File: src/rtl/cmit_pkg.sv
// Constants and address decode shared by the mapper IRQ timer.
`timescale 1ns / 1ps
`default_nettype none

package cmit_pkg;

    localparam int unsigned SEL_W = 5;
    localparam int unsigned NUM_DEC = 17;

    localparam logic [SEL_W-1:0] SEL_LATCH   = 5'd14;
    localparam logic [SEL_W-1:0] SEL_CONTROL = 5'd15;
    localparam logic [SEL_W-1:0] SEL_ACK     = 5'd16;
    localparam logic [SEL_W-1:0] SEL_NONE    = 5'd17;

    localparam logic [1:0] VARIANT_REV_A = 2'd0;
    localparam logic [1:0] VARIANT_REV_B = 2'd1;

    localparam logic       ACTION_TICK  = 1'b0;
    localparam logic       ACTION_WRITE = 1'b1;

    localparam logic [8:0] PRESCALE_LIMIT = 9'd338;
    localparam logic [8:0] PRESCALE_STEP  = 9'd3;
    localparam logic [8:0] PRESCALE_MAX   = 9'd340;

    localparam logic [7:0] WRAP_LICENSED   = 8'hFF;
    localparam logic [7:0] WRAP_UNLICENSED = 8'hF7;

    localparam logic [15:0] MASK_REV_B = 16'hF000;
    localparam logic [15:0] MASK_REV_A = 16'hF020;
    localparam logic [15:0] ADDR_UNL_HOLE = 16'h9001;

    localparam logic [15:0] DEC_ADDR [NUM_DEC] = '{
        16'h8000, 16'h8001, 16'h9000, 16'h9001, 16'h9021, 16'hA000,
        16'hA001, 16'hB000, 16'hB001, 16'hC000, 16'hC001, 16'hD000,
        16'hD001, 16'hE000, 16'hE001, 16'hF000, 16'hF001
    };

    // Map a CPU write address to a register number for the given board variant.
    function automatic logic [SEL_W-1:0] decode_addr(input logic [15:0] addr,
                                                     input logic [1:0]  variant);
        logic [15:0]      d;
        logic [SEL_W-1:0] sel;
        logic             hole;
        sel  = SEL_NONE;
        hole = 1'b0;
        if (variant[1])
        begin
            d    = (addr & MASK_REV_B) | {15'd0, addr[3]};
            hole = (d == ADDR_UNL_HOLE);
        end
        else if (variant == VARIANT_REV_A)
        begin
            d = (addr & MASK_REV_A) | {14'd0, addr[3], addr[4]};
        end
        else
        begin
            d = (addr & MASK_REV_B) | {14'd0, addr[4], addr[3]};
        end
        for (int k = 0; k < NUM_DEC; k++)
        begin
            if (DEC_ADDR[k] == d)
            begin
                sel = SEL_W'(k);
            end
        end
        if (hole)
        begin
            sel = SEL_NONE;
        end
        return sel;
    endfunction

endpackage

`default_nettype wire

File: src/rtl/cartridge_mapper_irq_timer.sv
// Mapper IRQ timer: address decode per board variant and cycle/prescaled IRQ counter.
//
//  channel  | handshake             | payload
//  ---------+-----------------------+----------------------------------
//  input    | in_valid / in_ready   | action, address, value
//  result   | out_valid / out_ready | irq_line, reg_select, reg_data
//  config   | cfg_we                | cfg_data (board_variant)
//
// One item per clock sustained while out_ready holds; an item passes the input register, then the result register.
// Counter, prescaler and IRQ state update when an item leaves the input register.
// A stalled result holds both registers; in_ready follows the result slot.
// Reset clears all timer state; board_variant resets to revision B.
`timescale 1ns / 1ps
`default_nettype none

module cartridge_mapper_irq_timer
    import cmit_pkg::*;
(
    input  wire logic             clk,
    input  wire logic             rst_n,
    input  wire logic             in_valid,
    output logic                  in_ready,
    input  wire logic             action,
    input  wire logic [15:0]      address,
    input  wire logic [7:0]       value,
    output logic                  out_valid,
    input  wire logic             out_ready,
    output logic                  irq_line,
    output logic [SEL_W-1:0]      reg_select,
    output logic [7:0]            reg_data,
    input  wire logic             cfg_we,
    input  wire logic [1:0]       cfg_data
);

    logic [1:0]       variant_reg;

    logic             s0_valid_reg;
    logic             s0_action_reg;
    logic [15:0]      s0_address_reg;
    logic [7:0]       s0_value_reg;

    logic             out_valid_reg;
    logic             irq_line_reg;
    logic [SEL_W-1:0] reg_select_reg;
    logic [7:0]       reg_data_reg;

    logic             irq_enabled_reg, irq_enabled_next;
    logic             enable_after_ack_reg, enable_after_ack_next;
    logic             count_every_cycle_reg, count_every_cycle_next;
    logic [7:0]       reload_latch_reg, reload_latch_next;
    logic [7:0]       irq_counter_reg, irq_counter_next;
    logic [8:0]       prescaler_reg, prescaler_next;
    logic             pending_delay_reg, pending_delay_next;
    logic             irq_flag_reg, irq_flag_next;

    logic             s0_go;
    logic [SEL_W-1:0] sel;
    logic [7:0]       wrap;

    assign s0_go    = s0_valid_reg && (!out_valid_reg || out_ready);
    assign in_ready = !s0_valid_reg || s0_go;

    assign sel  = (s0_action_reg == ACTION_WRITE) ? decode_addr(s0_address_reg, variant_reg)
                                                  : SEL_NONE;
    assign wrap = variant_reg[1] ? WRAP_UNLICENSED : WRAP_LICENSED;

    always_comb
    begin
        irq_enabled_next       = irq_enabled_reg;
        enable_after_ack_next  = enable_after_ack_reg;
        count_every_cycle_next = count_every_cycle_reg;
        reload_latch_next      = reload_latch_reg;
        irq_counter_next       = irq_counter_reg;
        prescaler_next         = prescaler_reg;
        pending_delay_next     = pending_delay_reg;
        irq_flag_next          = irq_flag_reg;
        if (s0_action_reg == ACTION_TICK)
        begin
            if (pending_delay_reg)
            begin
                pending_delay_next = 1'b0;
                irq_flag_next      = 1'b1;
            end
            if (irq_enabled_reg)
            begin
                if (!count_every_cycle_reg && (prescaler_reg < PRESCALE_LIMIT))
                begin
                    prescaler_next = prescaler_reg + PRESCALE_STEP;
                end
                else
                begin
                    if (!count_every_cycle_reg)
                    begin
                        prescaler_next = prescaler_reg - PRESCALE_LIMIT;
                    end
                    if (irq_counter_reg != wrap)
                    begin
                        irq_counter_next = irq_counter_reg + 8'd1;
                    end
                    else
                    begin
                        irq_counter_next   = reload_latch_reg;
                        pending_delay_next = 1'b1;
                    end
                end
            end
        end
        else
        begin
            priority if (sel == SEL_LATCH)
            begin
                reload_latch_next = s0_value_reg;
            end
            else if (sel == SEL_CONTROL)
            begin
                enable_after_ack_next  = s0_value_reg[0];
                irq_enabled_next       = s0_value_reg[1];
                count_every_cycle_next = s0_value_reg[2];
                if (s0_value_reg[1])
                begin
                    prescaler_next   = '0;
                    irq_counter_next = reload_latch_reg;
                end
                irq_flag_next = 1'b0;
            end
            else if (sel == SEL_ACK)
            begin
                irq_enabled_next = enable_after_ack_reg;
                irq_flag_next    = 1'b0;
            end
            else
            begin
                irq_flag_next = irq_flag_reg;
            end
        end
    end

    always_ff @(posedge clk or negedge rst_n)
    begin
        if (!rst_n)
        begin
            variant_reg           <= VARIANT_REV_B;
            s0_valid_reg          <= 1'b0;
            out_valid_reg         <= 1'b0;
            irq_enabled_reg       <= 1'b0;
            enable_after_ack_reg  <= 1'b0;
            count_every_cycle_reg <= 1'b0;
            reload_latch_reg      <= '0;
            irq_counter_reg       <= '0;
            prescaler_reg         <= '0;
            pending_delay_reg     <= 1'b0;
            irq_flag_reg          <= 1'b0;
        end
        else
        begin
            if (cfg_we)
            begin
                variant_reg <= cfg_data;
            end
            if (in_ready)
            begin
                s0_valid_reg <= in_valid;
            end
            if (s0_go)
            begin
                out_valid_reg         <= 1'b1;
                irq_enabled_reg       <= irq_enabled_next;
                enable_after_ack_reg  <= enable_after_ack_next;
                count_every_cycle_reg <= count_every_cycle_next;
                reload_latch_reg      <= reload_latch_next;
                irq_counter_reg       <= irq_counter_next;
                prescaler_reg         <= prescaler_next;
                pending_delay_reg     <= pending_delay_next;
                irq_flag_reg          <= irq_flag_next;
            end
            else if (out_ready)
            begin
                out_valid_reg <= 1'b0;
            end
        end
    end

    always_ff @(posedge clk)
    begin
        if (in_ready && in_valid)
        begin
            s0_action_reg  <= action;
            s0_address_reg <= address;
            s0_value_reg   <= value;
        end
        if (s0_go)
        begin
            irq_line_reg   <= irq_flag_next;
            reg_select_reg <= sel;
            reg_data_reg   <= (sel == SEL_NONE) ? 8'd0 : s0_value_reg;
        end
    end

    assign out_valid  = out_valid_reg;
    assign irq_line   = irq_line_reg;
    assign reg_select = reg_select_reg;
    assign reg_data   = reg_data_reg;

    a_pending_raises: assert property (@(posedge clk) disable iff (!rst_n)
        s0_go && (s0_action_reg == ACTION_TICK) && pending_delay_reg |=> irq_flag_reg)
        else $error("pending reload did not raise irq");

    a_control_clears: assert property (@(posedge clk) disable iff (!rst_n)
        s0_go && (s0_action_reg == ACTION_WRITE) && (sel == SEL_CONTROL) |=> !irq_flag_reg)
        else $error("control write left irq set");

    a_prescaler_range: assert property (@(posedge clk) disable iff (!rst_n)
        prescaler_reg <= PRESCALE_MAX)
        else $error("prescaler out of range");

    a_none_no_data: assert property (@(posedge clk) disable iff (!rst_n)
        out_valid_reg && (reg_select_reg == SEL_NONE) |-> (reg_data_reg == 8'd0))
        else $error("data reported without a decoded register");

endmodule

`default_nettype wire
File: config.mk
export PLATFORM = sky130hd
export DESIGN_NAME = cartridge_mapper_irq_timer
export DESIGN_NICKNAME = d
export VERILOG_FILES = /design/src/rtl/cmit_pkg.sv /design/src/rtl/cartridge_mapper_irq_timer.sv
export SDC_FILE = /design/constraint.sdc
export NUM_CORES = 1
export LEC_CHECK = 0
export ABC_CLOCK_PERIOD_IN_PS = 3500
export BUFFER_PORTS_ARGS = -buffer_cell sky130_fd_sc_hd__clkbuf_2
export CAP_MARGIN = 20
export CORE_ASPECT_RATIO = 0.9
export CORE_UTILIZATION = 40
export CTS_CLUSTER_SIZE = 30
export DETAILED_ROUTE_END_ITERATION = 12
export RECOVER_POWER = 25
export SYNTH_ARGS = -nofsm -noshare
export SYNTH_HDL_FRONTEND = slang
export SYNTH_SLANG_ARGS = --single-unit
File: constraint.sdc
create_clock -name clk -period 3.5 [get_ports clk]
set_clock_uncertainty 0.1 [all_clocks]
set_input_delay 0.525 -clock clk [delete_from_list [all_inputs] [get_ports clk]]
set_output_delay 0.525 -clock clk [all_outputs]
set_load 0.01 [all_outputs]
==> results of run 1 <==
[power by group]
group	internal [µW]	switching, µW	total (µW)
Sequential	912	154	1070
Combinational	264	324	589
Clock	277	312	588
[cell families after synthesis]
| group | count (synthesis) | share of synthesized area |
|---|---|---|
| simple gates | 115 | 0.193 |
| compound gates | 86 | 0.185 |
| flops | 64 | 0.520 |
| buf+inv | 24 | 0.0290 |
| mux | 14 | 0.0460 |
| fa+ha+maj | 5 | 0.0186 |
| xor+xnor | 3 | 0.00780 |
[area by class of cell]
type	instances	area share
Inverter	10	0.00977
Clock inverter	6	0.0117
Multi-Input combinational cell	223	0.395
Tap cell	99	0.0322
Sequential cell	64	0.456
Timing Repair Buffer	43	0.0589
Clock buffer	10	0.0358
[routing by layer]
metal | vias up | wire length (µm) | share of wire
li1 | 1257 | - | -
met1 | 1258 | 3530 | 0.48
met2 | 78 | 3400 | 0.46
met3 | 13 | 347 | 0.047
met4 | 0 | 115 | 0.016
met5 | - | 0 | 0
[layout by cell type, fill, tap and decap left out, drive strengths merged, types with 4 or more instances in the layout]
cell,Yosys,final
and2,5,5
a211oi,6,6
nand3b,9,9
o211ai,9,9
clkbuf,11,48
or3,9,9
dfrtp,33,33
nor2b,13,13
buf,3,5
inv,10,10
nand3,14,14
nor3,6,6
nand2,19,19
a21oi,10,10
nor2,19,19
o21ai,22,22
ha,5,5
edfxtp,30,30
o22ai,5,5
a2bb2oi,4,4
o31ai,5,5
nand2b,4,4
mux2,12,12
[path summary, 6_finish.rpt]
path / startpoint / to / slack, ps / cells after the start
worst max-delay path: prescaler_reg[1]$_DFFE_PN0P_ / prescaler_reg[7]$_DFFE_PN0P_ / 670 / 9
worst min-delay path: value[4] / s0_value_reg[4]$_DFFE_PP_ / 250 / 1
worst max register to register: prescaler_reg[1]$_DFFE_PN0P_ / prescaler_reg[7]$_DFFE_PN0P_ / 670 / 9
worst min register to register: enable_after_ack_reg$_DFFE_PN0P_ / enable_after_ack_reg$_DFFE_PN0P_ / 400 / 1
max in group asynchronous: rst_n / irq_counter_reg[6]$_DFFE_PN0P_ / 1600 / 1
min in group asynchronous: rst_n / prescaler_reg[7]$_DFFE_PN0P_ / 600 / 1
[through the flow]
step / total power [µW] / hold WS, ps
3_5_place_dp: 1660 / 389
6_report: 2240 / 246
5_1_grt: 2400 / 225
3_3_place_gp: 1650 / 389
4_1_cts: 2270 / 212
2_1_floorplan: 1500 / 129
==> metrics.md, run 1 <==
| Metric | Value |
|---|---|
| Layout overhead on the synthesized area | `14.0%` |
| Initial Util | `0.416` |
| CP max FO | `9` |
| Crit path arrival time | `3010 ps` |
| Post-DR wirelength/cell | `16.2 µm` |
| Non-Filler Instances | `455` |
| Vert. Die Dim | `~90 µm` |
| Buffers & Inverters on Critical Path | `1` |
| RSZ-0062 raised after global routing | `false` |
| Placer congestion estimate | `0.860` |
| Postcts setup bufs | `0` |
| Max-slew headroom | `-0.276` |
| CP startpoint kind | `flop` |
| Core area | `around 8100 µm²` |
| # fillers | `roughly 740` |
| Placed insts | `between 400 and 500` |
| Final period utilization | `0.807` |
| Synthesized area per cell | `~11 µm²` |
| Final slew viol count | `35` |
| Die area | `a little under 9000 µm²` |
| Via count | `2606` |
| Max IR drop VDD | `0.249 mV` |
| GRT met1 Usage | `0.237` |
| All-Layer GR Usage | `0.184` |
| Synth top area share | `0.267` |
| Worst endpoint required time | `between 3000 and 4000 ps` |
| Synth warn | `0` |
| Drt first pass iters | `4` |
| Clk sinks | `64` |
| DRT Wirelength | `7.39 mm` |
| Port bufs | `38` |
| Root buffer cell | `clkbuf_8` |
| TritonCTS clock tree | `yes` |
| CP peak stage delay | `between 400 and 500 ps` |
| Layout cells sized above 1 | `0.247` |
| H-Tree Level Count | `3` |
| Cell area after layout | `3840 µm²` |
| Largest net degree at the start of global routing | `35` |
| Post-synthesis cell type count | `68` |
| Chip width | `~99 µm` |
| Pwr Density | `just under 600 nW/µm²` |
| Antenna violations before repair | `0` |
| Worst-Skew Late Latency | `about 350 ps` |
| First-pass GRT wire length | `between 10 and 15 mm` |
| Post-Syn Nets | `around 350` |
| Async SR Flop Fraction | `0.531` |
| #FFs+latches synth | `64` |
| Sequential element share of the synthesized area | `0.520` |
| # nets final | `~390` |
| HP Class | `in -> reg` |
| Most common cell in the synthesized netlist | `dfrtp_1` |
| Fin util | `0.474` |
| Worst slew pin tran | `between 1500 and 2000 ps` |
| Post-route ant nets | `0` |
| Dpl cell area | `~3700 µm²` |
| Vias in the first global route | `between 2000 and 2500` |
| Row count | `31` |
| Setup TNS | `0 ps` |
| Tmin final | `between 2000 and 3000 ps` |
| Critical-path cell list | `inv_1 > ha_1 > nand2b_4 > a211oi_4 > nor2_2 > or3b_1 > o31a_1 > or4b_1 > nand3_1` |
| FF/Latch Area | `roughly 1800 µm²` |
| Final setup fails | `0` |
| Netlist Area Pre-Place | `roughly 3400 µm²` |
| Worst-path clk slew | `80 ps` |
| CP max-delay cell | `or4b_1` |
| Top-Level Pins | `48` |
| Met3 Use GR | `0.0461` |
| Max-Cap Viols | `1` |
| Post-CTS sizing | `0` |
| Met2 GRT Util | `0.297` |
| Max Clk Rate | `between 300 and 400 MHz` |
| Hpwl dp | `approximately 5 mm` |
| Area of the multi-input gates | `around 1500 µm²` |
| N_diodes | `0` |
| Iteration-0 DRC count of the detailed router | `between 100 and 150` |
| Fin. Hold Viols | `0` |
| Post-synth EDFFs | `30` |
| Gr ovfl total | `0` |
| CTS Hold Bufs | `0` |
| Routed vias/inst | `between 5 and 6` |
| Total clock buffers created by CTS | `9` |
| Status | `finished, violations left` |
| Residual DRC | `0` |
| Global routing's busiest layer | `met2` |
| Failing checks | `max-capacitance violations, max-slew violations` |
| Top Family by Delay on Critical Path | `simple AND/OR/NAND/NOR gates` |
| Largest register FFs | `9` |
| Lkg Pwr | `0.00153 µW` |
| Commonest cells in the netlist | `33 x dfrtp_1, 30 x edfxtp_1, 20 x o21ai_0, 19 x nand2_1, 18 x nor2_1` |
| Top post-synthesis cells by area | `edfxtp_1 27%, dfrtp_1 25%, mux2_2 4.0%, o21ai_0 3.0%, nor2b_1 2.4%` |
| CP endpoint kind | `flop` |
| Top FF cell, synth | `dfrtp_1` |
| Dpl ws | `693 ps` |
| Post-Synthesis Cells | `between 300 and 400` |
| CP Class | `reg -> reg` |
| Area leader, netlist | `edfxtp_1` |
| Worst setup margin | `approximately 670 ps` |
| Clock tree buffer depth | `2` |
Note: power is estimated with default switching activity, not from simulation.
==> inputs of run 2 (changes only) <==
--- a/config.mk
+++ b/config.mk
@@ -5,7 +5,7 @@
 export SDC_FILE = /design/constraint.sdc
 export NUM_CORES = 1
 export LEC_CHECK = 0
-export ABC_CLOCK_PERIOD_IN_PS = 3500
+export ABC_CLOCK_PERIOD_IN_PS = 2900
 export BUFFER_PORTS_ARGS = -buffer_cell sky130_fd_sc_hd__clkbuf_2
 export CAP_MARGIN = 20
 export CORE_ASPECT_RATIO = 0.9
==> constraint.sdc (replaced) <==
create_clock -name clk -period 2.9 [get_ports clk]
set_clock_uncertainty 0.1 [all_clocks]
set_input_delay 0.435 -clock clk [delete_from_list [all_inputs] [get_ports clk]]
set_output_delay 0.435 -clock clk [all_outputs]
set_load 0.01 [all_outputs]
==> run 2 against run 1 <==
The run still ends with max-capacitance violations, max-slew violations left. Die area did not move. Sequential share of layout area fell by 1.3 points. Routed wire length rose by 1.1%. Via count barely moved. First-iteration DRC count rose by 38%. Cell area rose by 3.0%. Critical path depth did not move. Hold slack got worse by 89 ps. Highest routed layer unchanged.
==> metrics.md, run 2 (same netlist as run 1, synthesis figures left out) <==
| Metric | Value |
|---|---|
| Status | `finished, violations left` |
| Failing checks | `max-capacitance violations, max-slew violations` |
| Fin. Hold Viols | `0` |
| Reg2Reg Depth | `9` |
| Post-DR wirelength/cell | `about 16 µm` |
| H-Tree Level Count | `3` |
| All-Layer GR Usage | `0.188` |
| Vias in the first global route | `2532` |
| Clk sinks | `64` |
| Worst-Skew Late Latency | `around 340 ps` |
| CP startpoint kind | `flop` |
| Worst setup margin | `around 170 ps` |
| Core area | `about 8000 µm²` |
| Switching power | `970 µW` |
| Residual DRC | `0` |
| Layout overhead on the synthesized area | `17.4%` |
| Max IR drop VDD | `approximately 0.38 mV` |
| Power Internal | `1950 µW` |
| CP endpoint kind | `flop` |
| M1 WL | `around 3.7 mm` |
| Vert. Die Dim | `between 80 and 90 µm` |
| Max-slew headroom | `-0.274` |
| Worst Hold Slack | `approximately 160 ps` |
| Gr ovfl total | `0` |
| Fin util | `0.488` |
| HP Class | `in -> reg` |
| Postcts setup bufs | `0` |
| DRT Wirelength | `7.48 mm` |
| Root buffer cell | `clkbuf_8` |
| Logic gate share of total power | `0.265` |
| N_diodes | `0` |
| Commonest non-fill, non-tap cell in the layout | `clkbuf_2` |
| Via count | `about 2600` |
| Chip width | `98.7 µm` |
| Largest register FFs | `9` |
| CP max FO | `6` |
| Layout cells sized above 1 | `0.268` |
| Final slew viol count | `35` |
| Top-Level Pins | `48` |
| Lkg Pwr | `about 0.0016 µW` |
| Iteration-0 DRC count of the detailed router | `180` |
| Post-route ant nets | `0` |
| Row count | `31` |
| Max Clk Rate | `around 370 MHz` |
| Hold path depth | `1` |
| Pwr Density | `approximately 740 nW/µm²` |
| Total clock buffers created by CTS | `9` |
| Dpl ws | `183 ps` |
| Routed vias/inst | `5.61` |
| Metal2 WL | `3.38 mm` |
| Max-Cap Viols | `1` |
| Die area | `between 8000 and 9000 µm²` |
| Final period utilization | `0.940` |
| RSZ-0062 raised after global routing | `false` |
| CP Class | `reg -> reg` |
| Most frequent cells in the layout | `36 x clkbuf_2, 33 x dfrtp_1, 30 x edfxtp_1, 20 x o21ai_0, 19 x nand2_1` |
| Initial Util | `0.416` |
| Clock tree buffer depth | `2` |
| Tmin final | `between 2000 and 3000 ps` |
| Port bufs | `38` |
| TritonCTS clock tree | `yes` |
| Antenna violations before repair | `0` |
| Crit path arrival time | `2910 ps` |
| Worst endpoint required time | `3080 ps` |
| Drt first pass iters | `4` |
| First-pass GRT wire length | `12.6 mm` |
| # nets final | `between 300 and 400` |
| DR WL met3 | `357 µm` |
| Sw frac | `0.332` |
| Largest net degree at the start of global routing | `35` |
| Placer congestion estimate | `between 0.8 and 0.9` |
| Final setup fails | `0` |
| Top sig layer | `met4` |
| Seq pwr share | `0.434` |
| Clock power frac | `0.301` |
| Setup TNS | `0 ps` |
| Worst-path clk slew | `around 80 ps` |
| Worst slew pin tran | `~1900 ps` |
| Hpwl dp | `between 5 and 6 mm` |
[run 2: cell types whose count changed in the layout (fill, tap and decap cells not counted), sizes merged]
cell and change:
inv +2, bufinv +2, clkinv -1, buf +9, clkbuf -1, clkinvlp -2
[run 2: final cells by class]
type	count	area (µm²)
fill	746	4150
sequential	64	1750
multi-input combinational	223	1520
timing repair buffer	52	293
clock buffer	9	124
tap	99	124
clock inverter	7	103
inverter	10	37.5
[run 2: what timing repair did]
item | in CTS | in global routing
endpoints found under the hold margin | 0 | 0
endpoints found under the setup margin | 0 | 7
resized for setup | 0 | 1
hold buffers | 0 | 0
[run 2: final timing paths]
path | end | start | slack (ps)
max reg2reg | prescaler_reg[7]$_DFFE_PN0P_ | prescaler_reg[1]$_DFFE_PN0P_ | 170
min | s0_value_reg[3]$_DFFE_PP_ | value[3] | 160
max | prescaler_reg[7]$_DFFE_PN0P_ | prescaler_reg[1]$_DFFE_PN0P_ | 170
min in group asynchronous | prescaler_reg[5]$_DFFE_PN0P_ | rst_n | 520
min reg2reg | pending_delay_reg$_DFFE_PN0P_ | pending_delay_reg$_DFFE_PN0P_ | 420
max in group asynchronous | irq_counter_reg[0]$_DFFE_PN0P_ | rst_n | 1090
[run 2: layer usage]
metal,track usage,vias to the layer above
met3,0.0485,7
li1,-,1278
met4,0.0706,0
met1,0.255,1248
met5,0,-
met2,0.292,72
[run 2: power by group through the flow]
stage | sequential [µW] | clock, µW | combinational (µW)
3_5_place_dp | 1280 | 0 | 774
3_3_place_gp | 1280 | 0 | 757
2_1_floorplan | 1240 | 0 | 568
4_1_cts | 1270 | 908 | 778
6_report | 1270 | 879 | 775
5_1_grt | 1300 | 946 | 878
[run 2: critical path: stages, from the launching register on]
cell	delay, ps
dfrtp_1	430
inv_1	140
ha_1	220
nand2b_4	80
a211oi_4	320
nor2_2	80
or3b_1	410
o31a_1	310
or4b_1	480
nand3_1	90
[run 2: metrics by stage]
stage,instances,area (µm²),total power [µW]
after detailed placement,448,3730,2060
after global routing,464,3960,3120
after CTS,464,3960,2950
after global placement,448,3730,2040
final,464,3960,2920
after floorplan,311,3370,1810
==> inputs of run 3 (changes only) <==
--- a/config.mk
+++ b/config.mk
@@ -9,7 +9,7 @@
 export BUFFER_PORTS_ARGS = -buffer_cell sky130_fd_sc_hd__clkbuf_2
 export CAP_MARGIN = 20
 export CORE_ASPECT_RATIO = 0.9
-export CORE_UTILIZATION = 40
+export CORE_UTILIZATION = 30
 export CTS_CLUSTER_SIZE = 30
 export DETAILED_ROUTE_END_ITERATION = 12
 export RECOVER_POWER = 25
==> run 3 against run 2 <==
The run still ends with max-capacitance violations, max-slew violations left. Global-route usage fell by 4.7 points. Maximum frequency rose by 0.68%. Flip-flop and latch count did not move. First-iteration DRC count fell by 17%. Via count rose by 0.84%. Clock power rose by 44%. Combinational power rose by 2%. Clock-buffer cell count rose by 2. Sequential share of layout area fell by 2.3 points. Critical path type unchanged.
==> metrics.md, run 3 (same netlist as run 1, synthesis figures left out) <==
| Metric | Value |
|---|---|
| Chip width | `about 110 µm` |
| Layout cells sized above 1 | `0.277` |
| Placed insts | `between 500 and 600` |
| Commonest non-fill, non-tap cell in the layout | `clkbuf_2` |
| Final slew viol count | `35` |
| Setup TNS | `0 ps` |
| Final setup fails | `0` |
| Gr ovfl total | `0` |
| Max-Cap Viols | `1` |
| # nets final | `400` |
| Post-CTS sizing | `0` |
| Clock tree buffer depth | `2` |
| DRT Wirelength | `7.53 mm` |
| Clk sinks | `64` |
| Routed vias/inst | `5.05` |
| Worst setup margin | `192 ps` |
| Via count | `approximately 2600` |
| Fin. Hold Viols | `0` |
| Worst slew pin tran | `a little under 2000 ps` |
| Post-route ant nets | `0` |
| H-Tree Level Count | `3` |
| Max IR drop VDD | `approximately 0.28 mV` |
| Port bufs | `38` |
| Lkg Pwr | `roughly 0.0017 µW` |
| Worst endpoint required time | `between 3000 and 4000 ps` |
| Largest register FFs | `9` |
| Vias in the first global route | `about 2600` |
| HP Class | `in -> reg` |
| Root buffer cell | `clkbuf_16` |
| Postcts setup bufs | `0` |
| Most frequent cells in the layout | `37 x clkbuf_2, 33 x dfrtp_1, 30 x edfxtp_1, 20 x o21ai_0, 19 x nand2_1` |
| Iteration-0 DRC count of the detailed router | `150` |
| Worst-Skew Late Latency | `330 ps` |
| Non-Filler Instances | `520` |
| Status | `finished, violations left` |
| RSZ-0062 raised after global routing | `false` |
| Final period utilization | `0.934` |
| Initial Util | `0.309` |
| N_diodes | `0` |
| Fin util | `0.383` |
| Placer congestion estimate | `between 0.7 and 0.8` |
| TritonCTS clock tree | `yes` |
| First-pass GRT wire length | `between 10 and 15 mm` |
| Tmin final | `~2700 ps` |
| Worst Hold Slack | `approximately 180 ps` |
| Layout overhead on the synthesized area | `23.8%` |
| All-Layer GR Usage | `0.141` |
| CP max FO | `6` |
| Failing checks | `max-capacitance violations, max-slew violations` |
| Residual DRC | `0` |
| CP startpoint kind | `flop` |
| Total clock buffers created by CTS | `9` |
| Drt first pass iters | `4` |
| Largest net degree at the start of global routing | `35` |
| Row count | `36` |
| Post-DR wirelength/cell | `approximately 14 µm` |
| Antenna violations before repair | `0` |
| Pwr Density | `between 700 and 800 nW/µm²` |
| Crit path arrival time | `about 2900 ps` |
| Die area | `between 10000 and 15000 µm²` |
| CP endpoint kind | `flop` |
| Max-slew headroom | `-0.287` |
| Top-Level Pins | `48` |
| Vert. Die Dim | `approximately 100 µm` |
| CTS Hold Bufs | `0` |
| Worst-path clk slew | `roughly 60 ps` |
| Max Clk Rate | `369 MHz` |
| Dpl ws | `about 130 ps` |
| CP Class | `reg -> reg` |
| Core area | `around 11000 µm²` |
| # fillers | `~1100` |
| Hpwl dp | `about 5.1 mm` |
==> run 3: cell types whose count changed in the layout (fill, tap and decap cells not counted), moves of 2 or more <==
cell	delta
clkbuf_16	+9
inv_6	-2
clkinv_4	-2
clkbuf_8	-8
buf_4	+3
==> run 3: cell type report <==
class	instances	area, µm²	share of cell area
repair buffers	55	317	0.0759
well taps	152	190	0.0456
inverters	10	37.5	0.00900
clock buffers	11	243	0.0582
flip-flops and latches	64	1750	0.420
clock inverters	5	105	0.0252
multi-input cells	223	1530	0.366
==> run 3: routing by layer <==
layer / GRT usage / vias up / wire length, µm
met4: 0.0425 / 0 / 86
met5: 0 / - / 0
met1: 0.191 / 1280 / 3720
li1: - / 1280 / -
met3: 0.0335 / 7 / 271
met2: 0.227 / 60 / 3450
==> run 3: power by group <==
group | switching [µW] | internal, µW
Combinational | 422 | 368
Clock | 402 | 863
Sequential | 174 | 1100
==> run 3: final timing paths <==
kind | startpoint | endpoint | slack (ps) | depth (start not counted)
min | value[0] | s0_value_reg[0]$_DFFE_PP_ | 180 | 1
max reg2reg | prescaler_reg[1]$_DFFE_PN0P_ | prescaler_reg[7]$_DFFE_PN0P_ | 190 | 9
min in group asynchronous | rst_n | prescaler_reg[3]$_DFFE_PN0P_ | 540 | 1
max | prescaler_reg[1]$_DFFE_PN0P_ | prescaler_reg[7]$_DFFE_PN0P_ | 190 | 9
min reg2reg | s0_value_reg[3]$_DFFE_PP_ | reload_latch_reg[3]$_DFFE_PN0P_ | 410 | 1
max in group asynchronous | rst_n | reload_latch_reg[2]$_DFFE_PN0P_ | 1040 | 1
==> run 3: worst max-delay path: stages, from the launching register on <==
cell	delay (ps)
dfrtp_1	430
inv_1	150
ha_2	230
nand2b_4	70
a211oi_4	330
nor2_2	80
or3b_1	390
o31a_1	300
or4b_1	460
nand3_1	90
==> run 3: through the flow <==
step	area, µm²	total power (µW)
after floorplan	3370	1810
after global routing	4170	3530
after CTS	4170	3350
after detailed placement	3820	2070
final	4170	3330
after global placement	3820	2040
